**src/brt_pkg.sv**
```systemverilog
package brt_pkg;

    // Default number of records the table can hold.
    localparam int TABLE_DEPTH = 16;

    // Fixed widths of the result fields that carry positions and counts.
    localparam int SLOT_W  = 4;
    localparam int COUNT_W = 5;

    // Request codes.
    localparam logic [1:0] REQ_INSERT = 2'd0;
    localparam logic [1:0] REQ_REMOVE = 2'd1;
    localparam logic [1:0] REQ_FIND   = 2'd2;
    localparam logic [1:0] REQ_FIRST  = 2'd3;

    // Result status codes.
    localparam logic [1:0] ST_OK      = 2'd0;
    localparam logic [1:0] ST_FULL    = 2'd1;
    localparam logic [1:0] ST_NONE    = 2'd2;
    localparam logic [1:0] ST_BADSLOT = 2'd3;

    // Record kinds; for a find the last code selects an address match.
    localparam logic [1:0] KIND_ALLOC  = 2'd0;
    localparam logic [1:0] KIND_MAPPED = 2'd1;
    localparam logic [1:0] KIND_SHARED = 2'd2;
    localparam logic [1:0] KIND_ADDR   = 2'd3;

    // Request transaction payload.
    typedef struct packed {
        logic [1:0]  req_type;
        logic [1:0]  kind;
        logic [63:0] address;
        logic [31:0] size;
        logic [31:0] key;
        logic [63:0] name_tag;
        logic [3:0]  slot;
    } t_req;

    // Result transaction payload.
    typedef struct packed {
        logic [1:0]  status;
        logic [3:0]  hit_slot;
        logic [4:0]  count;
        logic        empty_res;
        logic [1:0]  match_kind;
        logic [63:0] match_address;
        logic [31:0] match_size;
        logic [31:0] match_key;
        logic [63:0] match_name;
    } t_res;

    // One stored record as it sits in the table memory.
    typedef struct packed {
        logic [1:0]  kind;
        logic [63:0] address;
        logic [31:0] size;
        logic [31:0] key;
        logic [63:0] name_tag;
    } t_rec;

    // Commands from the controller to the datapath.
    typedef struct packed {
        logic         rd_en;
        logic         wr_en;
        logic         wr_from_req;
        logic         load_req;
        logic         res_en;
        logic         res_found;
        logic         res_empty;
        logic [1:0]   res_status;
        logic [3:0]   res_slot;
        logic [4:0]   res_count;
    } t_cmd;

    // Status from the datapath to the controller.
    typedef struct packed {
        logic match;
    } t_sts;

endpackage

```
**src/brt_ram.sv**
```systemverilog
module brt_ram #(
    parameter int WIDTH = 8,
    parameter int DEPTH = 16
) (
    input  logic                                  i_clk,
    input  logic                                  i_wr_en,
    input  logic [((DEPTH > 1) ? $clog2(DEPTH) : 1)-1:0] i_wr_addr,
    input  logic [WIDTH-1:0]                      i_wr_data,
    input  logic                                  i_rd_en,
    input  logic [((DEPTH > 1) ? $clog2(DEPTH) : 1)-1:0] i_rd_addr,
    output logic [WIDTH-1:0]                      o_rd_data
);

    logic [WIDTH-1:0] r_mem [DEPTH];
    logic [WIDTH-1:0] r_rd_data;

    // One write port and one read port with a registered read.
    always_ff @(posedge i_clk) begin
        if (i_wr_en) begin
            r_mem[i_wr_addr] <= i_wr_data;
        end
        if (i_rd_en) begin
            r_rd_data <= r_mem[i_rd_addr];
        end
    end

    assign o_rd_data = r_rd_data;

endmodule

```
**src/brt_dp.sv**
```systemverilog
module brt_dp #(
    parameter int TABLE_DEPTH = brt_pkg::TABLE_DEPTH
) (
    input  logic                 i_clk,
    input  logic                 i_rst_n,
    input  brt_pkg::t_cmd        i_cmd,
    input  logic [((TABLE_DEPTH > 1) ? $clog2(TABLE_DEPTH) : 1)-1:0] i_rd_addr,
    input  logic [((TABLE_DEPTH > 1) ? $clog2(TABLE_DEPTH) : 1)-1:0] i_wr_addr,
    input  brt_pkg::t_req        i_req,
    output brt_pkg::t_sts        o_sts,
    output logic                 o_done,
    output brt_pkg::t_res        o_res
);

    localparam int RW = $bits(brt_pkg::t_rec);

    brt_pkg::t_req r_req;
    brt_pkg::t_rec rd_rec;
    brt_pkg::t_rec wr_rec;
    brt_pkg::t_rec req_rec;
    brt_pkg::t_res r_res;
    brt_pkg::t_res n_res;
    logic          r_done;
    logic [RW-1:0] rd_data;
    logic          match;

    // The request is held while a scan compares stored records against it.
    always_ff @(posedge i_clk) begin
        if (i_cmd.load_req) begin
            r_req <= i_req;
        end
    end

    // A new record comes from the request; a shifted one from the last read.
    always_comb begin
        req_rec.kind     = i_req.kind;
        req_rec.address  = i_req.address;
        req_rec.size     = i_req.size;
        req_rec.key      = i_req.key;
        req_rec.name_tag = i_req.name_tag;
        wr_rec = i_cmd.wr_from_req ? req_rec : rd_rec;
    end

    brt_ram #(
        .WIDTH (RW),
        .DEPTH (TABLE_DEPTH)
    ) u_table (
        .i_clk     (i_clk),
        .i_wr_en   (i_cmd.wr_en),
        .i_wr_addr (i_wr_addr),
        .i_wr_data (wr_rec),
        .i_rd_en   (i_cmd.rd_en),
        .i_rd_addr (i_rd_addr),
        .o_rd_data (rd_data)
    );

    assign rd_rec = brt_pkg::t_rec'(rd_data);

    // Compare the record just read with the held request.
    always_comb begin
        match = 1'b0;
        if (r_req.req_type == brt_pkg::REQ_FIRST) begin
            match = 1'b1;
        end else begin
            unique case (r_req.kind)
                brt_pkg::KIND_ALLOC: begin
                    match = (rd_rec.kind == brt_pkg::KIND_ALLOC) && (rd_rec.size == r_req.size);
                end
                brt_pkg::KIND_MAPPED: begin
                    match = (rd_rec.kind == brt_pkg::KIND_MAPPED)
                            && (rd_rec.name_tag == r_req.name_tag);
                end
                brt_pkg::KIND_SHARED: begin
                    match = (rd_rec.kind == brt_pkg::KIND_SHARED) && (rd_rec.key == r_req.key);
                end
                brt_pkg::KIND_ADDR: begin
                    match = (rd_rec.address == r_req.address);
                end
            endcase
        end
    end

    assign o_sts.match = match;

    // Assemble the result; record fields are zero unless a record was found.
    always_comb begin
        n_res               = '0;
        n_res.status        = i_cmd.res_status;
        n_res.hit_slot      = i_cmd.res_slot;
        n_res.count         = i_cmd.res_count;
        n_res.empty_res     = i_cmd.res_empty;
        if (i_cmd.res_found) begin
            n_res.match_kind    = rd_rec.kind;
            n_res.match_address = rd_rec.address;
            n_res.match_size    = rd_rec.size;
            n_res.match_key     = rd_rec.key;
            n_res.match_name    = rd_rec.name_tag;
        end
    end

    // Result register and its one-cycle strobe.
    always_ff @(posedge i_clk) begin
        if (!i_rst_n) begin
            r_done <= 1'b0;
        end else begin
            r_done <= i_cmd.res_en;
        end
    end

    always_ff @(posedge i_clk) begin
        if (i_cmd.res_en) begin
            r_res <= n_res;
        end
    end

    assign o_done = r_done;
    assign o_res  = r_res;

endmodule

```
**src/brt_ctrl.sv**
```systemverilog
module brt_ctrl #(
    parameter int TABLE_DEPTH = brt_pkg::TABLE_DEPTH
) (
    input  logic                 i_clk,
    input  logic                 i_rst_n,
    input  logic                 i_start,
    input  brt_pkg::t_req        i_req,
    input  brt_pkg::t_sts        i_sts,
    output logic                 o_busy,
    output brt_pkg::t_cmd        o_cmd,
    output logic [((TABLE_DEPTH > 1) ? $clog2(TABLE_DEPTH) : 1)-1:0] o_rd_addr,
    output logic [((TABLE_DEPTH > 1) ? $clog2(TABLE_DEPTH) : 1)-1:0] o_wr_addr
);

    localparam int AW  = (TABLE_DEPTH > 1) ? $clog2(TABLE_DEPTH) : 1;
    localparam int CW  = $clog2(TABLE_DEPTH + 1);
    localparam int SW  = brt_pkg::SLOT_W;
    localparam int OCW = brt_pkg::COUNT_W;
    localparam int XW  = (CW > SW) ? CW + 1 : SW + 1;

    localparam logic [1:0] S_IDLE  = 2'd0;
    localparam logic [1:0] S_SCAN  = 2'd1;
    localparam logic [1:0] S_SHIFT = 2'd2;

    logic [1:0]    r_state;
    logic [1:0]    n_state;
    logic [CW-1:0] r_count;
    logic [CW-1:0] n_count;
    logic [CW-1:0] r_idx;
    logic [CW-1:0] n_idx;
    logic          r_pv;
    logic          n_pv;
    logic [AW-1:0] r_pidx;
    logic [AW-1:0] n_pidx;
    logic          issue;
    logic [XW-1:0] slot_ext;
    logic [XW-1:0] count_ext;
    brt_pkg::t_cmd cmd;

    assign issue     = (r_idx < r_count);
    assign slot_ext  = XW'(i_req.slot);
    assign count_ext = XW'(r_count);

    // Next-state logic. Reads go out one per cycle; r_pv marks that the
    // memory output holds entry r_pidx in the current cycle.
    always_comb begin
        n_state   = r_state;
        n_count   = r_count;
        n_idx     = r_idx;
        n_pv      = 1'b0;
        n_pidx    = r_pidx;
        cmd       = '0;
        o_rd_addr = r_idx[AW-1:0];
        o_wr_addr = r_pidx - AW'(1);

        unique case (r_state)
            S_IDLE: begin
                if (i_start) begin
                    unique case (i_req.req_type)
                        brt_pkg::REQ_INSERT: begin
                            cmd.res_en = 1'b1;
                            if (r_count == CW'(TABLE_DEPTH)) begin
                                cmd.res_status = brt_pkg::ST_FULL;
                            end else begin
                                cmd.wr_en       = 1'b1;
                                cmd.wr_from_req = 1'b1;
                                o_wr_addr       = r_count[AW-1:0];
                                n_count         = r_count + CW'(1);
                                cmd.res_status  = brt_pkg::ST_OK;
                                cmd.res_slot    = SW'(r_count);
                            end
                        end
                        brt_pkg::REQ_REMOVE: begin
                            if (slot_ext >= count_ext) begin
                                cmd.res_en     = 1'b1;
                                cmd.res_status = brt_pkg::ST_BADSLOT;
                            end else begin
                                n_idx   = CW'(slot_ext + XW'(1));
                                n_state = S_SHIFT;
                            end
                        end
                        brt_pkg::REQ_FIND, brt_pkg::REQ_FIRST: begin
                            if (r_count == '0) begin
                                cmd.res_en     = 1'b1;
                                cmd.res_status = brt_pkg::ST_NONE;
                            end else begin
                                cmd.load_req = 1'b1;
                                n_idx        = '0;
                                n_state      = S_SCAN;
                            end
                        end
                    endcase
                end
            end
            S_SCAN: begin
                cmd.rd_en = issue;
                if (issue) begin
                    n_idx  = r_idx + CW'(1);
                    n_pv   = 1'b1;
                    n_pidx = r_idx[AW-1:0];
                end
                if (r_pv && i_sts.match) begin
                    cmd.res_en     = 1'b1;
                    cmd.res_found  = 1'b1;
                    cmd.res_status = brt_pkg::ST_OK;
                    cmd.res_slot   = SW'(r_pidx);
                    n_pv           = 1'b0;
                    n_state        = S_IDLE;
                end else if (!issue) begin
                    cmd.res_en     = 1'b1;
                    cmd.res_status = brt_pkg::ST_NONE;
                    n_state        = S_IDLE;
                end
            end
            S_SHIFT: begin
                // Read entry k while entry k-2 is overwritten with entry k-1, read the cycle before.
                cmd.rd_en = issue;
                cmd.wr_en = r_pv;
                if (issue) begin
                    n_idx  = r_idx + CW'(1);
                    n_pv   = 1'b1;
                    n_pidx = r_idx[AW-1:0];
                end else begin
                    n_count        = r_count - CW'(1);
                    cmd.res_en     = 1'b1;
                    cmd.res_status = brt_pkg::ST_OK;
                    n_state        = S_IDLE;
                end
            end
            default: begin
                n_state = S_IDLE;
            end
        endcase

        cmd.res_count = OCW'(n_count);
        cmd.res_empty = (n_count == '0);
    end

    // Control registers.
    always_ff @(posedge i_clk) begin
        if (!i_rst_n) begin
            r_state <= S_IDLE;
            r_count <= '0;
            r_idx   <= '0;
            r_pv    <= 1'b0;
            r_pidx  <= '0;
        end else begin
            r_state <= n_state;
            r_count <= n_count;
            r_idx   <= n_idx;
            r_pv    <= n_pv;
            r_pidx  <= n_pidx;
        end
    end

    assign o_busy = (r_state != S_IDLE);
    assign o_cmd  = cmd;

    // The record count never passes the table depth.
    a_count_max: assert property (@(posedge i_clk) disable iff (!i_rst_n)
        r_count <= CW'(TABLE_DEPTH))
        else $error("record count above table depth");

    // A find or first scan never modifies the table.
    a_scan_no_write: assert property (@(posedge i_clk) disable iff (!i_rst_n)
        (r_state == S_SCAN) |-> !cmd.wr_en)
        else $error("table written during a scan");

    // Every result returns the controller to idle.
    a_res_idle: assert property (@(posedge i_clk) disable iff (!i_rst_n)
        cmd.res_en |=> (r_state == S_IDLE))
        else $error("controller busy after a result");

    // A shift only writes slots that hold records.
    a_shift_addr: assert property (@(posedge i_clk) disable iff (!i_rst_n)
        (r_state == S_SHIFT && cmd.wr_en) |-> (CW'(o_wr_addr) < r_count))
        else $error("shift writes beyond the record count");

endmodule

```
**src/block_record_table.sv**
```systemverilog
// Insert, a bad-slot remove, and find or first on an empty table give their result in the cycle
// after the start transaction and never raise busy. Find and first scan the records from slot 0
// until the first hit or the last record; remove moves each record above the slot down by one.
// Throughput: one transaction at a time, set by the single read port of the record memory,
// which reads one entry per cycle during a scan or a shift. The receiver cannot stall results.
// Reset (synchronous, active low) clears the record count; record memory needs no clearing pass.
module block_record_table #(
    parameter int TABLE_DEPTH = brt_pkg::TABLE_DEPTH
) (
    input  logic          i_clk,
    input  logic          i_rst_n,
    input  logic          start,
    output logic          busy,
    input  brt_pkg::t_req i_req,
    output logic          o_done,
    output brt_pkg::t_res o_res
);

    localparam int AW = (TABLE_DEPTH > 1) ? $clog2(TABLE_DEPTH) : 1;

    brt_pkg::t_cmd cmd;
    brt_pkg::t_sts sts;
    logic [AW-1:0] rd_addr;
    logic [AW-1:0] wr_addr;

    // Sequencer for requests, scans and shifts.
    brt_ctrl #(
        .TABLE_DEPTH (TABLE_DEPTH)
    ) u_ctrl (
        .i_clk     (i_clk),
        .i_rst_n   (i_rst_n),
        .i_start   (start),
        .i_req     (i_req),
        .i_sts     (sts),
        .o_busy    (busy),
        .o_cmd     (cmd),
        .o_rd_addr (rd_addr),
        .o_wr_addr (wr_addr)
    );

    // Record memory, compare logic and result register.
    brt_dp #(
        .TABLE_DEPTH (TABLE_DEPTH)
    ) u_dp (
        .i_clk     (i_clk),
        .i_rst_n   (i_rst_n),
        .i_cmd     (cmd),
        .i_rd_addr (rd_addr),
        .i_wr_addr (wr_addr),
        .i_req     (i_req),
        .o_sts     (sts),
        .o_done    (o_done),
        .o_res     (o_res)
    );

endmodule
```
**config.mk**
```make
export PLATFORM = sky130hd
export DESIGN_NAME = block_record_table
export DESIGN_NICKNAME = d
export VERILOG_FILES = /design/src/brt_pkg.sv /design/src/brt_ram.sv /design/src/brt_dp.sv /design/src/brt_ctrl.sv /design/src/block_record_table.sv
export SDC_FILE = /design/constraint.sdc
export NUM_CORES = 2
export LEC_CHECK = 0
export ABC_AREA = 1
export BUFFER_PORTS_ARGS = -buffer_cell sky130_fd_sc_hd__buf_2
export CAP_MARGIN = 20
export CORE_MARGIN = 3
export CORE_UTILIZATION = 30
export DETAILED_ROUTE_END_ITERATION = 16
export PLACE_DENSITY = 0.53
export SLEW_MARGIN = 20
export SYNTH_ARGS = -nofsm -noshare
export SYNTH_HDL_FRONTEND = slang
export SYNTH_SLANG_ARGS = --single-unit
```
**constraint.sdc**
```tcl
create_clock -name i_clk -period 15.7 [get_ports i_clk]
set_input_delay 0.785 -clock i_clk [delete_from_list [all_inputs] [get_ports i_clk]]
set_output_delay 0.785 -clock i_clk [all_outputs]
set_load 0.1 [all_outputs]
```
==> results.toml <==
[die]
placementRows = 255
die_w_microns = 704
start_util_pct = 30.2
die_h_microns = 704
core_sq_um = 484000
io_pins = 411
fp.dieArea_sq_um = 496000

[drt]
drcViolationCount = 0
routed-wl-met3_microns = 22200
wl_met1_microns = 188000
dr.pass1.iters = 7
maxUsedRoutingLayer = "met5"
routed_wl_microns = 419000
viasPerCell = 4.94
wl_met2_microns = 198000
ant_nets = 0
vias = 87635
routedWlPerCell_microns = 23.6
drtIter0Drc = 7818

[finish]
area_delta_synth_final_pct = 16.3
drive_above_1_share_pct = 12.9
multi_input_area_sq_um = 30900
regArea_sq_um = 111000
final_common_cell = "edfxtp_1"
final_net_count = 11226
layout_common_cells = "edfxtp_1 (3700), nor2_1 (1909), o21ai_0 (973)"
fin_cells = 17749
fillers = 46540
final_util_pct = 35.2

[clock_tree]
cts.clk_slew.worst_paths_ns = 0.06
insertion_delay_ns = 1.00
hold_buffers = 142
cts-resized-gates = 0
htreeDepth = 5
clockRootBuffer = "clkbuf_16"
cts_made_buffers = 387
cts_setup_buffers = 0
cts_tree = "yes"
cts.sinks = 3718
clockBufferDepth = 4

[hold_path]
holdPathEnd = "u_dp.r_req[29]$_DFFE_PP_"
worstHoldStart = "i_req[29]"
min_path_type = "in2reg"
hold_depth = 1

[status]
outcome = "completed"

[critical_path]
reg2reg_to = "u_dp.u_table.r_mem[0][74]$_DFFE_PP_"
worst_r2r_path_depth = 19
reg2reg_setup_slack_ns = 8.84
end_kind = "flop"
crit_path_max_fanout = 44
worstSetupPathType = "reg2reg"
crit_path_start_kind = "flop"
crit_arrival_ns = 7.42
rr_startpoint = "u_ctrl.r_count[0]$_SDFF_PN0_"
worstPathRequired_ns = 16.26

[placed_design]
io_buffers = 410
gp_congestion = 0.766
post-place-ws_ns = 8.78
dp_cells = 16896
dp_hpwl_microns = 227000

[power_and_ir_drop]
peakVddDrop_mv = 0.157
clkPwrFrac_pct = 28.1
p_seq_share_pct = 43.7
swShare_pct = 36.1
p_per_area_nw_per_um2 = 185
pwr-share-comb_pct = 28.2
p_sw_mw = 11.4
p_leak_nw = 55.1
p_int_mw = 20.1

[timing]
hold_ws_ns = 0.0968
worst_slack_ns = 8.84
fin_crit_ns = 6.86
period_share_pct = 43.7
max-slew-margin-rel_pct = 25.6
setup_viol = 0
finalHoldViolations = 0
tns_ns = 0
rsz0062_at_grt = "false"
final_max_slew_viol_count = 0
tightest_slew_ns = 1.12
timing.fmax_ghz = 0.146
skew_ns = 0.0881

[grt]
grt_pass1_wl_microns = 607000
track_usage_pct = 16.3
grt_pass1_vias = 84997
grt_overflow = 0
grt_max_degree = 243
antenna_found_initial = 18

[yosys]
ys.flop_type = "edfxtp_1"
netlist_area_sq_um = 146000
synth-seq-cells = 3718
yosysWarnings = 0
synthDistinctLibCells = 41
synthCells = 10379
async_flop_share_pct = 0
synth_edf_count = 3700
synth.avg_cell_area_sq_um = 14.1
yosysSeqAreaShare_pct = 76.2
syn_nets = 10600

[job]
drv_cap = 0
worst max path at each step:
stage	startpoint	end
3_5_place_dp	i_req[199]	u_dp.u_table.r_mem[0][88]$_DFFE_PP_
3_3_place_gp	i_req[199]	u_dp.u_table.r_mem[0][90]$_DFFE_PP_
5_1_grt	u_ctrl.r_count[0]$_SDFF_PN0_	u_dp.u_table.r_mem[0][43]$_DFFE_PP_
6_report	u_ctrl.r_count[0]$_SDFF_PN0_	u_dp.u_table.r_mem[0][74]$_DFFE_PP_
4_1_cts	u_ctrl.r_count[0]$_SDFF_PN0_	u_dp.u_table.r_mem[0][74]$_DFFE_PP_
2_1_floorplan	i_req[0]	u_dp.o_done$_SDFF_PN0_
critical path, cell delays in order (launching register included):
cell     delay [ns]
dfxtp_1        0.50
inv_1          0.17
ha_1           0.25
inv_1          0.09
nor3_1         0.05
inv_1          0.10
nor2_1         0.06
inv_1          0.12
nand2_1        0.12
nor2_4         0.45
buf_4          0.62
inv_1          0.19
o21ai_0        0.19
inv_1          0.10
nor2_1         0.14
nand2_1        0.26
nor2_4         0.88
buf_4          0.62
buf_4          0.69
buf_4          0.68
cells in the mapped netlist (4+ instances only):
cell      count  area (sq um)
nand3_1     345          1730
nor2_4      101          1140
buf_2        95           475
dfxtp_1      18           360
nand2_1     927          3480
inv_2        30           113
ha_1         18           225
nand4_1      13          81.3
clkbuf_1    507          1900
nor2_1     1926          7230
a21oi_1      25           125
xnor2_1      70           613
inv_1       298          1120
xor2_1       28           245
o22ai_1       4          25.0
buf_6         5          56.3
o32ai_1     465          4070
o211ai_1     79           593
edfxtp_1   3700        111000
nor3_1       13          65.1
buf_1        19          71.3
buf_12       11           220
buf_4        22           165
or2_2        16           100
o21ai_1       5          25.0
mux2i_1     312          3120
o221ai_1    312          2730
o21ai_0     997          4990
per-stage QoR:
| step | power [mW] | cell area [sq um] |
|---|---|---|
| final | 31.5 | 170000 |
| after global routing | 33.0 | 170000 |
| after CTS | 31.9 | 170000 |
| after detailed placement | 23.0 | 157000 |
| after global placement | 23.0 | 156000 |
| after floorplan | 20.0 | 146000 |
routing by layer:
metal  global-route usage [%]  vias up
met5                        0        -
li1                         -    39919
met3                     2.17      530
met1                     22.9    44852
met4                     4.01        8
met2                     26.6     2326
flip-flops by register name, summed over array words and instances (netlist names):
name,flops
u_dp.o_res,206
u_ctrl.r_pidx,4
u_ctrl.r_count,5
u_dp.u_table.o_rd_data,194
u_ctrl.r_state,2
u_ctrl.r_pv,1
u_dp.u_table.r_mem,3104
u_dp.r_req,196
u_dp.o_done,1
u_ctrl.r_idx,5
final cells by class:
type | instances | area share [%]
multi-input combinational | 5674 | 18.2
inverter | 328 | 0.746
timing repair buffer | 896 | 3.69
antenna | 9 | 0.0132
clock buffer | 473 | 5.89
tap | 6425 | 4.72
sequential | 3718 | 65.5
clock inverter | 226 | 1.24
cells by family (layout without fill, tap and decap cells):
| logic type | Yosys count | in the layout | synth area share, % |
|---|---|---|---|
| flip-flops | 3718 | 3718 | 76.2 |
| AND/OR/NAND/NOR | 3347 | 3347 | 9.48 |
| AO/OA/AOI/OAI | 1899 | 1899 | 8.65 |
| buffers and inverters | 987 | 1923 | 2.82 |
| multiplexers | 312 | 312 | 2.13 |
| XOR/XNOR | 98 | 98 | 0.587 |
| adder cells (fa/ha/maj) | 18 | 18 | 0.154 |
| other | 0 | 9 | 0 |
power groups by stage:
stage	Clock, mW	Sequential [mW]	Combinational (mW)
CTS	9.08	13.8	9.02
detailed placement	0	14.0	8.97
floorplan	0	16.1	3.89
global placement	0	14.0	8.96
global route	9.46	13.9	9.61
finish	8.85	13.8	8.90
Power figures use the tool's default switching activity.
